## config.mk

```make
export PLATFORM = sky130hd
export DESIGN_NAME = multitap_keypad_decoder_unit
export DESIGN_NICKNAME = d
export VERILOG_FILES = /design/src/rtl/mkd_pkg.sv /design/src/rtl/mkd_front.sv /design/src/rtl/mkd_queue.sv /design/src/rtl/mkd_back.sv /design/src/rtl/multitap_keypad_decoder_unit.sv
export SDC_FILE = /design/constraint.sdc
export NUM_CORES = 1
export LEC_CHECK = 0
export BUFFER_PORTS_ARGS = -buffer_cell sky130_fd_sc_hd__buf_2
export CORE_MARGIN = 2
export CORE_UTILIZATION = 41
export CTS_CLUSTER_DIAMETER = 60
export CTS_CLUSTER_SIZE = 16
export DETAILED_ROUTE_END_ITERATION = 8
export GPL_TIMING_DRIVEN = 0
export PLACE_DENSITY_LB_ADDON = 0.12
export SLEW_MARGIN = 20
export SYNTH_ARGS = -nofsm -noshare
export SYNTH_HDL_FRONTEND = slang
export SYNTH_SLANG_ARGS = --single-unit
```

## constraint.sdc

```tcl
create_clock -name clk -period 12.6 [get_ports clk]
set_input_delay 0.63 -clock clk [delete_from_list [all_inputs] [get_ports clk]]
set_output_delay 0.63 -clock clk [all_outputs]
set_load 0.05 [all_outputs]
```

## src/rtl/mkd_pkg.sv

```systemverilog
// Types, key codes and character tables of the multi-tap keypad decoder.
// Has no dependencies; every module of the block imports it.
`timescale 1ns / 1ps

package mkd_pkg;

	typedef enum logic [2:0] {
		KIND_POLL,
		KIND_BKSP,
		KIND_NEWLINE,
		KIND_SPACE,
		KIND_SHIFT,
		KIND_DIGIT,
		KIND_OTHER
	} kind_t;

	typedef enum logic [1:0] {
		ACT_NONE   = 2'd0,
		ACT_INSERT = 2'd1,
		ACT_DELETE = 2'd2
	} action_t;

	typedef struct packed {
		kind_t       kind;
		logic [3:0]  digit;
	} cmd_t;

	typedef struct packed {
		action_t     action;
		logic [7:0]  byte_val;
	} emit_t;

	typedef struct packed {
		logic        pending;
		logic [3:0]  digit;
		logic [3:0]  pos;
		logic        shift;
	} status_t;

	localparam logic [7:0]  KEY_BKSP     = 8'h4D;
	localparam logic [7:0]  KEY_NEWLINE  = 8'h5A;
	localparam logic [7:0]  KEY_SPACE    = 8'h23;
	localparam logic [7:0]  KEY_SHIFT    = 8'h2A;
	localparam logic [7:0]  KEY_ZERO     = 8'h30;
	localparam logic [7:0]  KEY_NINE     = 8'h39;
	localparam logic [7:0]  BYTE_NEWLINE = 8'h0A;
	localparam logic [7:0]  BYTE_SPACE   = 8'h20;
	localparam logic [7:0]  LOWER_A      = 8'h61;
	localparam logic [7:0]  LOWER_Z      = 8'h7A;
	localparam logic [7:0]  CASE_OFFSET  = 8'h20;
	localparam logic [15:0] TIMEOUT_RESET = 16'd800;
	localparam int          QUEUE_DEPTH  = 2;
	localparam int          MAX_EMIT     = 3;

	// Entries below 16'h0100 are one byte, others are a two-byte UTF-8 sequence.
	localparam logic [15:0] CHAR_TABLE [0:9][0:9] = '{
		'{16'h0020, 16'h0030, 16'h0000, 16'h0000, 16'h0000,
		  16'h0000, 16'h0000, 16'h0000, 16'h0000, 16'h0000},
		'{16'h002E, 16'h002C, 16'h003F, 16'h0021, 16'h0031,
		  16'h0000, 16'h0000, 16'h0000, 16'h0000, 16'h0000},
		'{16'h0061, 16'h0062, 16'h0063, 16'h0032, 16'hD0B0,
		  16'hD0B1, 16'hD0B2, 16'hD0B3, 16'hD291, 16'h0000},
		'{16'h0064, 16'h0065, 16'h0066, 16'h0033, 16'hD0B4,
		  16'hD0B5, 16'hD194, 16'hD0B6, 16'hD0B7, 16'h0000},
		'{16'h0067, 16'h0068, 16'h0069, 16'h0034, 16'hD0B8,
		  16'hD196, 16'hD197, 16'hD0B9, 16'hD0BA, 16'hD0BB},
		'{16'h006A, 16'h006B, 16'h006C, 16'h0035, 16'hD0BC,
		  16'hD0BD, 16'hD0BE, 16'hD0BF, 16'h0000, 16'h0000},
		'{16'h006D, 16'h006E, 16'h006F, 16'h0036, 16'hD180,
		  16'hD181, 16'hD182, 16'hD183, 16'h0000, 16'h0000},
		'{16'h0070, 16'h0071, 16'h0072, 16'h0073, 16'h0037,
		  16'hD184, 16'hD185, 16'hD186, 16'hD187, 16'h0000},
		'{16'h0074, 16'h0075, 16'h0076, 16'h0038, 16'hD188,
		  16'hD189, 16'h0000, 16'h0000, 16'h0000, 16'h0000},
		'{16'h0077, 16'h0078, 16'h0079, 16'h007A, 16'h0039,
		  16'hD18C, 16'hD18E, 16'hD18F, 16'h0000, 16'h0000}
	};

	localparam logic [3:0] LIST_LEN [0:9] = '{
		4'd2, 4'd5, 4'd9, 4'd9, 4'd10, 4'd8, 4'd8, 4'd9, 4'd6, 4'd8
	};

endpackage

```

## src/rtl/mkd_front.sv

```systemverilog
// Input stage of the keypad decoder: accepts items and sorts them by key class.
// Depends on mkd_pkg.
`timescale 1ns / 1ps

module mkd_front #(
	parameter int TIME_BITS = 32
) (
	input  logic                  clk,
	input  logic                  arst_n,
	input  logic                  push,
	output logic                  full,
	input  logic                  mode,
	input  logic [7:0]            key_code,
	input  logic [31:0]           now_ms,
	output logic                  out_valid,
	input  logic                  out_ready,
	output mkd_pkg::cmd_t         out_cmd,
	output logic [TIME_BITS-1:0]  out_time
);
	import mkd_pkg::*;

	logic                  valid_s1;
	cmd_t                  cmd_s1;
	logic [TIME_BITS-1:0]  time_s1;
	cmd_t                  cmd_c;
	logic [63:0]           now_ext;
	logic                  load;

	assign full      = valid_s1 && !out_ready;
	assign load      = push && !full;
	assign out_valid = valid_s1;
	assign out_cmd   = cmd_s1;
	assign out_time  = time_s1;
	assign now_ext   = {32'd0, now_ms};

	always_comb begin
		cmd_c.digit = 4'd0;
		cmd_c.kind  = KIND_OTHER;
		if (mode) begin
			cmd_c.kind = KIND_POLL;
		end else if (key_code inside {[KEY_ZERO:KEY_NINE]}) begin
			cmd_c.kind  = KIND_DIGIT;
			cmd_c.digit = 4'(key_code - KEY_ZERO);
		end else begin
			case (key_code)
				KEY_BKSP:    cmd_c.kind = KIND_BKSP;
				KEY_NEWLINE: cmd_c.kind = KIND_NEWLINE;
				KEY_SPACE:   cmd_c.kind = KIND_SPACE;
				KEY_SHIFT:   cmd_c.kind = KIND_SHIFT;
				default:     cmd_c.kind = KIND_OTHER;
			endcase
		end
	end

	always_ff @(posedge clk or negedge arst_n) begin
		if (!arst_n) begin
			valid_s1 <= 1'b0;
		end else if (load) begin
			valid_s1 <= 1'b1;
		end else if (out_ready) begin
			valid_s1 <= 1'b0;
		end
	end

	always_ff @(posedge clk) begin
		if (load) begin
			cmd_s1  <= cmd_c;
			time_s1 <= now_ext[TIME_BITS-1:0];
		end
	end

endmodule

```

## src/rtl/mkd_queue.sv

```systemverilog
// Short command queue between the front and back parts of the keypad decoder.
// Depends on mkd_pkg for its depth.
`timescale 1ns / 1ps

module mkd_queue #(
	parameter int WIDTH = 8
) (
	input  logic              clk,
	input  logic              arst_n,
	input  logic              in_valid,
	output logic              in_ready,
	input  logic [WIDTH-1:0]  in_data,
	output logic              out_valid,
	input  logic              out_ready,
	output logic [WIDTH-1:0]  out_data
);
	import mkd_pkg::*;

	localparam int PTR_W = (QUEUE_DEPTH > 1) ? $clog2(QUEUE_DEPTH) : 1;
	localparam int CNT_W = $clog2(QUEUE_DEPTH + 1);

	logic [WIDTH-1:0]  mem_q [0:QUEUE_DEPTH-1];
	logic [PTR_W-1:0]  wr_ptr_q;
	logic [PTR_W-1:0]  rd_ptr_q;
	logic [CNT_W-1:0]  count_q;
	logic              wr_en;
	logic              rd_en;

	assign in_ready  = count_q != CNT_W'(QUEUE_DEPTH);
	assign out_valid = count_q != '0;
	assign wr_en     = in_valid && in_ready;
	assign rd_en     = out_valid && out_ready;
	assign out_data  = mem_q[rd_ptr_q];

	always_ff @(posedge clk or negedge arst_n) begin
		if (!arst_n) begin
			wr_ptr_q <= '0;
			rd_ptr_q <= '0;
			count_q  <= '0;
		end else begin
			if (wr_en) begin
				wr_ptr_q <= (wr_ptr_q == PTR_W'(QUEUE_DEPTH - 1)) ? '0 : wr_ptr_q + 1'b1;
			end
			if (rd_en) begin
				rd_ptr_q <= (rd_ptr_q == PTR_W'(QUEUE_DEPTH - 1)) ? '0 : rd_ptr_q + 1'b1;
			end
			if (wr_en && !rd_en) begin
				count_q <= count_q + 1'b1;
			end else if (rd_en && !wr_en) begin
				count_q <= count_q - 1'b1;
			end
		end
	end

	always_ff @(posedge clk) begin
		if (wr_en) begin
			mem_q[wr_ptr_q] <= in_data;
		end
	end

endmodule

```

## src/rtl/mkd_back.sv

```systemverilog
// Execution part of the keypad decoder: multi-tap state, commit logic, the
// result sequencer and the output register. Depends on mkd_pkg.
`timescale 1ns / 1ps

module mkd_back #(
	parameter int TIME_BITS = 32
) (
	input  logic                  clk,
	input  logic                  arst_n,
	input  logic                  cmd_valid,
	output logic                  cmd_ready,
	input  mkd_pkg::cmd_t         cmd,
	input  logic [TIME_BITS-1:0]  cmd_time,
	input  logic                  cfg_we,
	input  logic [15:0]           cfg_wdata,
	input  logic                  pop,
	output logic                  empty,
	output logic [1:0]            action,
	output logic [7:0]            byte_value,
	output logic                  last,
	output logic                  pending,
	output logic [3:0]            pending_digit,
	output logic [3:0]            cycle_position,
	output logic                  shift_on
);
	import mkd_pkg::*;

	logic [15:0]           timeout_q;
	logic                  pend_q;
	logic [3:0]            held_q;
	logic [3:0]            idx_q;
	logic                  shift_q;
	logic [TIME_BITS-1:0]  last_time_q;

	emit_t                 ent_q [0:MAX_EMIT-1];
	logic [1:0]            cnt_q;
	logic [1:0]            pos_q;
	status_t               stat_q;
	logic                  busy_q;

	logic                  out_valid_q;
	emit_t                 out_ent_q;
	logic                  out_last_q;
	status_t               out_stat_q;

	logic                  move;
	logic                  pos_last;
	logic                  take;
	logic [63:0]           to_ext;
	logic [TIME_BITS-1:0]  to_t;
	logic [TIME_BITS-1:0]  elapsed;
	logic [15:0]           ch;
	logic                  ch_ok;
	logic [7:0]            low_byte;
	emit_t                 cb0;
	emit_t                 cb1;
	logic [1:0]            ccnt;
	logic                  do_commit;
	logic                  has_extra;
	emit_t                 x_ent;
	logic [1:0]            cnum;
	emit_t                 ent_n [0:MAX_EMIT-1];
	logic [1:0]            cnt_n;
	logic                  pend_n;
	logic [3:0]            held_n;
	logic [3:0]            idx_n;
	logic [3:0]            idx_inc;
	logic                  shift_n;
	logic [TIME_BITS-1:0]  last_time_n;
	status_t               stat_n;

	assign move      = busy_q && (!out_valid_q || pop);
	assign pos_last  = pos_q == (cnt_q - 2'd1);
	assign cmd_ready = !busy_q || (move && pos_last);
	assign take      = cmd_valid && cmd_ready;
	assign to_ext    = {48'd0, timeout_q};
	assign to_t      = to_ext[TIME_BITS-1:0];
	assign elapsed   = cmd_time - last_time_q;
	assign idx_inc   = idx_q + 4'd1;

	// The pending character, split into the bytes that a commit would emit.
	always_comb begin
		ch       = CHAR_TABLE[held_q][idx_q];
		ch_ok    = pend_q && (idx_q < LIST_LEN[held_q]);
		low_byte = ch[7:0];
		if (shift_q && (low_byte inside {[LOWER_A:LOWER_Z]})) begin
			low_byte = low_byte - CASE_OFFSET;
		end
		cb0  = '{ACT_INSERT, ch[15:8]};
		cb1  = '{ACT_INSERT, ch[7:0]};
		ccnt = 2'd2;
		if (!ch_ok) begin
			ccnt = 2'd0;
		end else if (ch[15:8] == 8'h00) begin
			cb0  = '{ACT_INSERT, low_byte};
			ccnt = 2'd1;
		end
	end

	always_comb begin
		do_commit   = 1'b0;
		has_extra   = 1'b0;
		x_ent       = '{ACT_NONE, 8'h00};
		pend_n      = pend_q;
		held_n      = held_q;
		idx_n       = idx_q;
		shift_n     = shift_q;
		last_time_n = last_time_q;
		case (cmd.kind)
			KIND_POLL: begin
				if (pend_q && (elapsed > to_t)) begin
					do_commit = 1'b1;
				end
			end
			KIND_BKSP: begin
				if (pend_q) begin
					pend_n = 1'b0;
				end else begin
					has_extra = 1'b1;
					x_ent     = '{ACT_DELETE, 8'h00};
				end
			end
			KIND_NEWLINE: begin
				do_commit = 1'b1;
				has_extra = 1'b1;
				x_ent     = '{ACT_INSERT, BYTE_NEWLINE};
			end
			KIND_SPACE: begin
				do_commit = 1'b1;
				has_extra = 1'b1;
				x_ent     = '{ACT_INSERT, BYTE_SPACE};
			end
			KIND_SHIFT: begin
				shift_n = !shift_q;
			end
			KIND_DIGIT: begin
				if (pend_q && (cmd.digit == held_q) && (elapsed < to_t)) begin
					idx_n = (idx_inc >= LIST_LEN[held_q]) ? 4'd0 : idx_inc;
				end else begin
					do_commit = 1'b1;
				end
				last_time_n = cmd_time;
			end
			default: begin
				do_commit = 1'b1;
			end
		endcase

		if (do_commit) begin
			pend_n = 1'b0;
			idx_n  = 4'd0;
		end
		if (cmd.kind == KIND_DIGIT && do_commit) begin
			pend_n = 1'b1;
			held_n = cmd.digit;
		end

		// Commit bytes come first, then the byte or command of the key itself.
		cnum     = do_commit ? ccnt : 2'd0;
		ent_n[0] = (cnum != 2'd0) ? cb0 : x_ent;
		ent_n[1] = (cnum == 2'd2) ? cb1 : x_ent;
		ent_n[2] = x_ent;
		cnt_n    = cnum + {1'b0, has_extra};
		if (cnt_n == 2'd0) begin
			cnt_n = 2'd1;
		end

		stat_n.pending = pend_n;
		stat_n.digit   = pend_n ? held_n : 4'd0;
		stat_n.pos     = pend_n ? idx_n : 4'd0;
		stat_n.shift   = shift_n;
	end

	always_ff @(posedge clk or negedge arst_n) begin
		if (!arst_n) begin
			timeout_q   <= TIMEOUT_RESET;
			pend_q      <= 1'b0;
			held_q      <= 4'd0;
			idx_q       <= 4'd0;
			shift_q     <= 1'b0;
			last_time_q <= '0;
			busy_q      <= 1'b0;
			pos_q       <= 2'd0;
			cnt_q       <= 2'd1;
			out_valid_q <= 1'b0;
		end else begin
			if (cfg_we) begin
				timeout_q <= cfg_wdata;
			end
			if (take) begin
				pend_q      <= pend_n;
				held_q      <= held_n;
				idx_q       <= idx_n;
				shift_q     <= shift_n;
				last_time_q <= last_time_n;
				cnt_q       <= cnt_n;
				pos_q       <= 2'd0;
				busy_q      <= 1'b1;
			end else if (move && pos_last) begin
				busy_q <= 1'b0;
			end else if (move) begin
				pos_q <= pos_q + 2'd1;
			end
			if (move) begin
				out_valid_q <= 1'b1;
			end else if (pop) begin
				out_valid_q <= 1'b0;
			end
		end
	end

	always_ff @(posedge clk) begin
		if (take) begin
			ent_q  <= ent_n;
			stat_q <= stat_n;
		end
		if (move) begin
			out_ent_q  <= ent_q[pos_q];
			out_last_q <= pos_last;
			out_stat_q <= stat_q;
		end
	end

	assign empty          = !out_valid_q;
	assign action         = out_ent_q.action;
	assign byte_value     = out_ent_q.byte_val;
	assign last           = out_last_q;
	assign pending        = out_stat_q.pending;
	assign pending_digit  = out_stat_q.digit;
	assign cycle_position = out_stat_q.pos;
	assign shift_on       = out_stat_q.shift;

endmodule

```

## src/rtl/multitap_keypad_decoder_unit.sv

```systemverilog
// Top level of the multi-tap keypad decoder.
// Depends on mkd_pkg, mkd_front, mkd_queue and mkd_back.
// Key presses and timer polls enter through a queue-style push port and
// results leave through a queue-style pop port, one item per result. An input
// that yields one result sustains one item per clock while results are taken.
// An input that yields several results holds the back part's result sequencer
// until each is moved out: two when a digit, poll or other key commits a
// two-byte character, three when it comes ahead of a space or newline.
// The front stage and the two-entry command queue absorb that while the
// output register waits. With no stall, the first result of an item passes
// the front stage, queue, back command registers and output register. The
// timeout register, written through cfg_we and cfg_wdata, resets to 800 ms.
`timescale 1ns / 1ps

module multitap_keypad_decoder_unit #(
	parameter int TIME_BITS = 32
) (
	input  logic         clk,
	input  logic         arst_n,
	input  logic         push,
	output logic         full,
	input  logic         mode,
	input  logic [7:0]   key_code,
	input  logic [31:0]  now_ms,
	output logic         empty,
	input  logic         pop,
	output logic [1:0]   action,
	output logic [7:0]   byte_value,
	output logic         last,
	output logic         pending,
	output logic [3:0]   pending_digit,
	output logic [3:0]   cycle_position,
	output logic         shift_on,
	input  logic         cfg_we,
	input  logic [15:0]  cfg_wdata
);
	import mkd_pkg::*;

	localparam int CMD_W = $bits(cmd_t) + TIME_BITS;

	logic                  fr_valid;
	logic                  fr_ready;
	cmd_t                  fr_cmd;
	logic [TIME_BITS-1:0]  fr_time;
	logic                  q_valid;
	logic                  q_ready;
	logic [CMD_W-1:0]      q_data;
	cmd_t                  bk_cmd;
	logic [TIME_BITS-1:0]  bk_time;

	mkd_front #(
		.TIME_BITS(TIME_BITS)
	) u_front (
		.clk      (clk),
		.arst_n   (arst_n),
		.push     (push),
		.full     (full),
		.mode     (mode),
		.key_code (key_code),
		.now_ms   (now_ms),
		.out_valid(fr_valid),
		.out_ready(fr_ready),
		.out_cmd  (fr_cmd),
		.out_time (fr_time)
	);

	mkd_queue #(
		.WIDTH(CMD_W)
	) u_queue (
		.clk      (clk),
		.arst_n   (arst_n),
		.in_valid (fr_valid),
		.in_ready (fr_ready),
		.in_data  ({fr_cmd, fr_time}),
		.out_valid(q_valid),
		.out_ready(q_ready),
		.out_data (q_data)
	);

	assign bk_cmd  = q_data[CMD_W-1:TIME_BITS];
	assign bk_time = q_data[TIME_BITS-1:0];

	mkd_back #(
		.TIME_BITS(TIME_BITS)
	) u_back (
		.clk           (clk),
		.arst_n        (arst_n),
		.cmd_valid     (q_valid),
		.cmd_ready     (q_ready),
		.cmd           (bk_cmd),
		.cmd_time      (bk_time),
		.cfg_we        (cfg_we),
		.cfg_wdata     (cfg_wdata),
		.pop           (pop),
		.empty         (empty),
		.action        (action),
		.byte_value    (byte_value),
		.last          (last),
		.pending       (pending),
		.pending_digit (pending_digit),
		.cycle_position(cycle_position),
		.shift_on      (shift_on)
	);

endmodule

```

# ---- After elaboration in Yosys (flattened, before gate mapping)
# Memories as Yosys holds them, arrays and structs flattened.
# Cells that the tools add are included.
dict set report totals {
  reg_bits 169
  mem_bits_rw 78
  rom_bits 2624
  out_inout_bits 23
  wordCells 171
  mem_count 3
}
# name depth word_bits read_ports rd_clocked_by_memory_dff write_ports line
set mem_list {}
lappend mem_list {{(no name shown)} 16 160 1 0 0 mkd_back.sv:83} ;# ch = CHAR_TABLE[held_q][idx_q];
lappend mem_list {u_queue.mem_q 2 39 1 0 1 mkd_queue.sv:22} ;# logic [WIDTH-1:0] mem_q [0:QUEUE_DEPTH-1];
lappend mem_list {{(no name shown)} 16 4 1 0 0 mkd_back.sv:84} ;# ch_ok = pend_q && (idx_q < LIST_LEN[held_q]);
dict set report op_classes {
  add_sub_neg 11
  n_lt_le_gt_ge 11
  n_eq_ne 14
  n_mux 52
  n_bitwise 4
  reduce_logical 41
}
# cell n
set op_table {}
lappend op_table {{160-bit two-way mux} 2}
lappend op_table {{16-bit binary-select mux with 4-bit select} 1}
lappend op_table {{10-bit two-way mux} 5}
lappend op_table {{32-bit by 16-bit greater-than comparator with 1-bit output} 1}
lappend op_table {{32-bit by 16-bit less-than comparator with 1-bit output} 1}
lappend op_table {{16-bit two-way mux} 2}
lappend op_table {{32-bit subtractor} 1}
lappend op_table {{10-bit one-hot mux with 3 select lines} 1}
lappend op_table {{4-bit two-way mux} 7}
lappend op_table {{8-bit two-way mux} 3}
lappend op_table {{10-bit binary-select mux with 2-bit select} 1}
lappend op_table {{2-bit two-way mux} 9}
lappend op_table {{1-bit two-way mux} 17}
lappend op_table {{8-bit by 6-bit == test with 1-bit output (second input constant)} 2}
lappend op_table {{8-bit by 7-bit == test with 1-bit output (second input constant)} 2}
lappend op_table {{1-bit logical AND} 16}
lappend op_table {{2-bit nonzero test} 7}
lappend op_table {{3-bit one-hot mux with 4 select lines} 1}
lappend op_table {{5-bit >= comparator (second input constant)} 2}
lappend op_table {{4-bit inverter with 5-bit output} 2}
lappend op_table {{8-bit by 6-bit >= comparator with 1-bit output (second input constant)} 1}
lappend op_table {{8-bit by 7-bit >= comparator with 1-bit output (second input constant)} 1}
lappend op_table {{8-bit by 6-bit less-or-equal comparator with 1-bit output (second input constant)} 1}
lappend op_table {{8-bit by 7-bit less-or-equal comparator with 1-bit output (second input constant)} 1}
lappend op_table {{29 further kinds} 46}

# ---- Logic depth before layout (Yosys ltp)
dict set report logic_depth {
  ltp_word 14
  ltp_mapped 28
  depth_no_buf 25
}

# ---- Hierarchy
# From an unflattened synthesis, not the netlist that was laid out.
dict set report hier_totals {
  hier_cells 1162
  hier_area_um2 13081.3
}
# module n_inst cells_per_inst area_per_inst_um2
set by_module_without_submodules {}
lappend by_module_without_submodules {mkd_back 1 954 8652.0}
lappend by_module_without_submodules {mkd_queue 1 139 3032.9}
lappend by_module_without_submodules {mkd_front 1 69 1396.3}

# ---- Worst setup path after synthesis
# OpenSTA, ideal clock, no wires.
dict set report synth_timing {
  path_type {register -> register}
  start {reg u_queue.rd_ptr_q}
  end {reg u_back.cnt_q[1]}
  setup_ns 0.125
  t_arrival_ns 5.053
  required_ns 12.475
  setup_slack_ns 7.422
  path_stages_with_launch 28
  path_buffers 3
  period_less_slack_ns 5.178
  path_cell_list {dfrtp_1 buf_2 buf_6 clkbuf_1 mux2_2 ha_1 o211ai_1 a21oi_1 nor2_1 o21ai_0 nand2_1 nand2_1 a21oi_1 xnor2_1 ha_1 a21o_1 a21o_1 a21oi_1 o21ai_0 a21oi_1 and4_1 o221ai_1 o21ai_1 nand2b_1 inv_1 ha_1 xnor2_1 mux2_2}
}
dict set report synth_via {
  elab_chain_len 10
  word_cells_on_any_way 24
}
# item line
set synth_rtl {}
lappend synth_rtl {{start: declaration} mkd_queue.sv:24} ;# logic [PTR_W-1:0] rd_ptr_q;
lappend synth_rtl {{start signal: assignment} mkd_queue.sv:45} ;# rd_ptr_q <= (rd_ptr_q == PTR_W'(QUEUE_DEPTH - 1)) ? '0 : rd_ptr_q + 1'b1;
lappend synth_rtl {{memory read 2 x 39 bit *} --}
lappend synth_rtl {{named net q_data[3]} multitap_keypad_decoder_unit.sv:47} ;# logic [CMD_W-1:0] q_data;
lappend synth_rtl {{32-bit subtractor *} mkd_back.sv:78} ;# assign elapsed = cmd_time - last_time_q;
lappend synth_rtl {{32-bit by 16-bit less-than comparator with 1-bit output / 32-bit by 16-bit greater-than comparator with 1-bit output (equally long branches)} {mkd_back.sv:137, mkd_back.sv:111}}
lappend synth_rtl {{1-bit logical AND (on tied branches)} {mkd_back.sv:137, mkd_back.sv:111}}
lappend synth_rtl {{1-bit two-way mux (on tied branches)} {mkd_back.sv:137, mkd_back.sv:111}}
lappend synth_rtl {{1-bit one-hot mux with 3 select lines *} mkd_back.sv:109} ;# case (cmd.kind)
lappend synth_rtl {{2-bit two-way mux *} mkd_back.sv:159} ;# cnum = do_commit ? ccnt : 2'd0;
lappend synth_rtl {{2-bit by 1-bit adder with 2-bit output *} mkd_back.sv:163} ;# cnt_n = cnum + {1'b0, has_extra};
lappend synth_rtl {{2-bit zero test} mkd_back.sv:164} ;# if (cnt_n == 2'd0) begin
lappend synth_rtl {{2-bit two-way mux *} mkd_back.sv:164}
lappend synth_rtl {{end signal: assignment} mkd_back.sv:196} ;# cnt_q <= cnt_n;
lappend synth_rtl {{end: declaration} mkd_back.sv:36} ;# logic [1:0] cnt_q;
# The timed path passes the listed nets; every way through them passes the cells marked *.
# A chain may end at the register's enable or synchronous reset.

# ---- Final worst setup path
# Same ends and word-level chain as after synthesis.

==> results by group <==
STA
  • Setup TNS: 0 ns
  • Max Clock Skew: 0.0173 ns
  • Final count of hold timing violations: 0
  • Minimum clock period: 6.67 ns
  • Worst slew pin tran: 1.08 ns
  • Slew margin rel.: 28.1%
  • Max frequency: 0.150 GHz
  • Final period util: 52.9%
  • Pins Over Slew Limit: 0
  • RSZ-0062 raised after global routing: no
  • Setup Viol. Count Final: 0

Worst setup path
  • Critical path's slowest cell: clkbuf_1
  • CP dominant cell by count: a21oi_1
  • Crit path kind: reg2reg
  • Critical path buffers and inverters: 5
  • CP startpoint kind: flop
  • Crit path DAT: 7.07 ns
  • Crit end category: flop
  • CP max FO: 10
  • CP top delay family: compound AO/OA/AOI/OAI gates
  • Critical Path RT: 13.00 ns
  • CP max stage delay: 0.82 ns

Synth
  • Post-synth EDFFs: 172
  • Synth unique cells: 88
  • Yosys reg bits: 241
  • Sequential fraction of the synthesis area: 51.6%
  • Ys Warns: 0
  • Post-synth ARST share: 28.6%
  • Synth Instances: 1220
  • Top FF cell, synth: edfxtp_1
  • Syn nets: 1352
  • Mapped Area: 13400 um2
  • Synthesized area per cell: 11.0 um2

Floorplan
  • Die Area: 34100 um2
  • Chip height: 185 um
  • I/O Pins: 85
  • Core area: 32300 um2
  • Row count: 66
  • Die Wd: 185 um
  • Starting Density: 41.4%

GRT
  • First-pass GRT wire length: 50800 um
  • Initial antenna violation count: 0
  • Largest net degree at the start of global routing: 47
  • Vias in the first global route: 9412
  • Total global routing overflow: 0
  • Tot GR Track Use: 18.9%

Clocking
  • Clk buf depth: 3
  • # clock sinks: 241
  • Hold_buf cts: 0
  • CTS tree: built
  • Later-pin clock latency in the skew report: 0.52 ns
  • Reg clk slew, reported paths: 0.07 ns
  • Postcts setup bufs: 0
  • Resize count post-CTS: 0
  • CTS buffer count: 23
  • Number of H-tree levels: 1
  • Root Driver: clkbuf_16

Routing
  • Starting DRT DRC Count: 693
  • DRC violations left: 0
  • Vias after detailed routing: 9667
  • DR vias/cell: 5.40
  • Routed Antenna Nets: 0
  • Final wirelength: 32000 um
  • Routed len/inst: 17.9 um
  • First-pass DRT Iterations: 5

Min path
  • Worst Hold Class: in2async

Status
  • Status: completed

Cells and area
  • Design Area, Final: 15200 um2
  • Total area of sequential cells: 6900 um2
  • Layout cell share with drive strength beyond 1: 18.0%
  • Fill cells: 2996
  • Area Overhead vs Synth: 13.4%
  • Fin nets: 1465
  • Area of the multi-input gates: 5910 um2
  • Ant diodes: 0

Place
  • Dpl hpwl: 24000 um
  • Placed inst area: 14500 um2
  • Port-buffer cells: 84
  • GP Congestion: 0.883

Flow run
  • Max Cap Viol: 0
## worst register-to-register path, delay by kind of cell (launching register included)
family / cells / cell delay, ns
DFF: 1 / 0.32
buffers and inverters: 5 / 1.45
xor gates and xnor gates: 2 / 0.27
adders and majority gates: 3 / 0.79
and+or+nand+nor: 6 / 0.89
muxes: 2 / 0.75
AOI/OAI and AO/OA: 10 / 2.07
## cells in the final DEF, fill, tap and decap left out, drive strengths merged, types with 21 or more instances in the layout
cell type | synthesis | layout
inv | 76 | 81
nor2 | 83 | 83
clkbuf | 47 | 79
buf | 12 | 100
o21ai | 88 | 88
dfrtp | 65 | 65
xnor2 | 24 | 24
mux2 | 64 | 64
a21oi | 75 | 75
nand2b | 25 | 25
edfxtp | 172 | 172
nand4 | 21 | 21
ha | 69 | 69
mux2i | 25 | 25
nand2 | 105 | 105
## through the flow
step	instances	hold slack (ns)	utilization [%]	worst slack, ns
detailed placement	1750	0.405	44.8	5.83
CTS	1791	0.00503	47.0	5.81
global placement	1746	0.405	44.4	5.90
floorplan	1220	0.334	-	7.42
finish	1791	0.0144	47.0	5.93
global route	1791	0.0217	47.0	5.35
## layer usage
metal	wire length, um	up-vias	GRT usage (%)
met5	0	-	0
met4	886	0	5.40
met3	1230	58	2.11
met2	16300	241	34.8
met1	13500	4643	23.3
li1	-	4725	-
## synth_stat cells (12+ instances only)
cell      instances  share of area [%]
edfxtp_1        172                 39
nand2_1         102                2.9
nor2_1           83                2.3
o21ai_0          81                3.0
inv_1            75                2.1
a21oi_1          71                2.7
ha_1             69                6.5
dfrtp_1          65                 12
mux2_2           64                5.4
clkbuf_1         46                1.3
mux2i_1          25                1.9
nand2b_1         25                1.2
xnor2_1          24                1.6
nand4_1          20               0.94
a21o_1           16               0.90
a31oi_1          16               0.75
nor2b_1          16               0.75
xor2_1           16                1.0
nand3_1          15               0.56
nor4_1           15               0.70
o211ai_1         15               0.84
nor3_1           12               0.45
## sequential cells by signal, indices dropped and copies added (netlist names), 2 cells and up
signal,cells
u_back.action,2
u_back.byte_value,8
u_front.out_cmd,7
u_back.pos_q,2
u_queue.count_q,2
u_back.idx_q,4
u_back.pending_digit,4
u_back.cnt_q,2
u_back.timeout_q,16
u_front.out_time,32
u_back.cycle_position,4
u_back.last_time_q,32
u_queue.mem_q,78
u_back.stat_q,10
u_back.ent_q,24
u_back.held_q,4
## kinds of logic after synthesis
logic type / count (synthesis) / share of synthesized area (%)
buffers and inverters: 136 / 4.36
AND/OR/NAND/NOR: 338 / 12.7
multiplexers: 89 / 7.26
AO/OA/AOI/OAI: 305 / 14.9
XOR/XNOR: 40 / 2.62
adder cells (fa/ha/maj): 70 / 6.60
other: 1 / 0.0280
flip-flops: 241 / 51.6
## final timing paths
check / from / to / slack [ns] / cells after the start
min: arst_n / u_back.last_time_q[7] / 0.01 / 1
max in group asynchronous: arst_n / u_back.cnt_q[0] / 11.96 / 2
min in group clk: now_ms[3] / u_front.out_time[3] / 0.28 / 1
min reg2reg: u_back.stat_q[7] / u_back.pending_digit[2] / 0.42 / 0
max: u_queue.rd_ptr_q / u_back.cnt_q[1] / 5.93 / 28
max reg2reg: u_queue.rd_ptr_q / u_back.cnt_q[1] / 5.93 / 28
## cell type report
cell class	instances	area share, %
multi-input combinational	843	39.0
clock buffer	32	4.08
inverter	77	1.91
buffer	59	1.94
tap	442	3.65
sequential	241	45.5
timing repair buffer	88	3.37
clock inverter	9	0.627
Power is not shown: default switching activity piles up to over one toggle a cycle in this logic, so the estimate is an artifact.
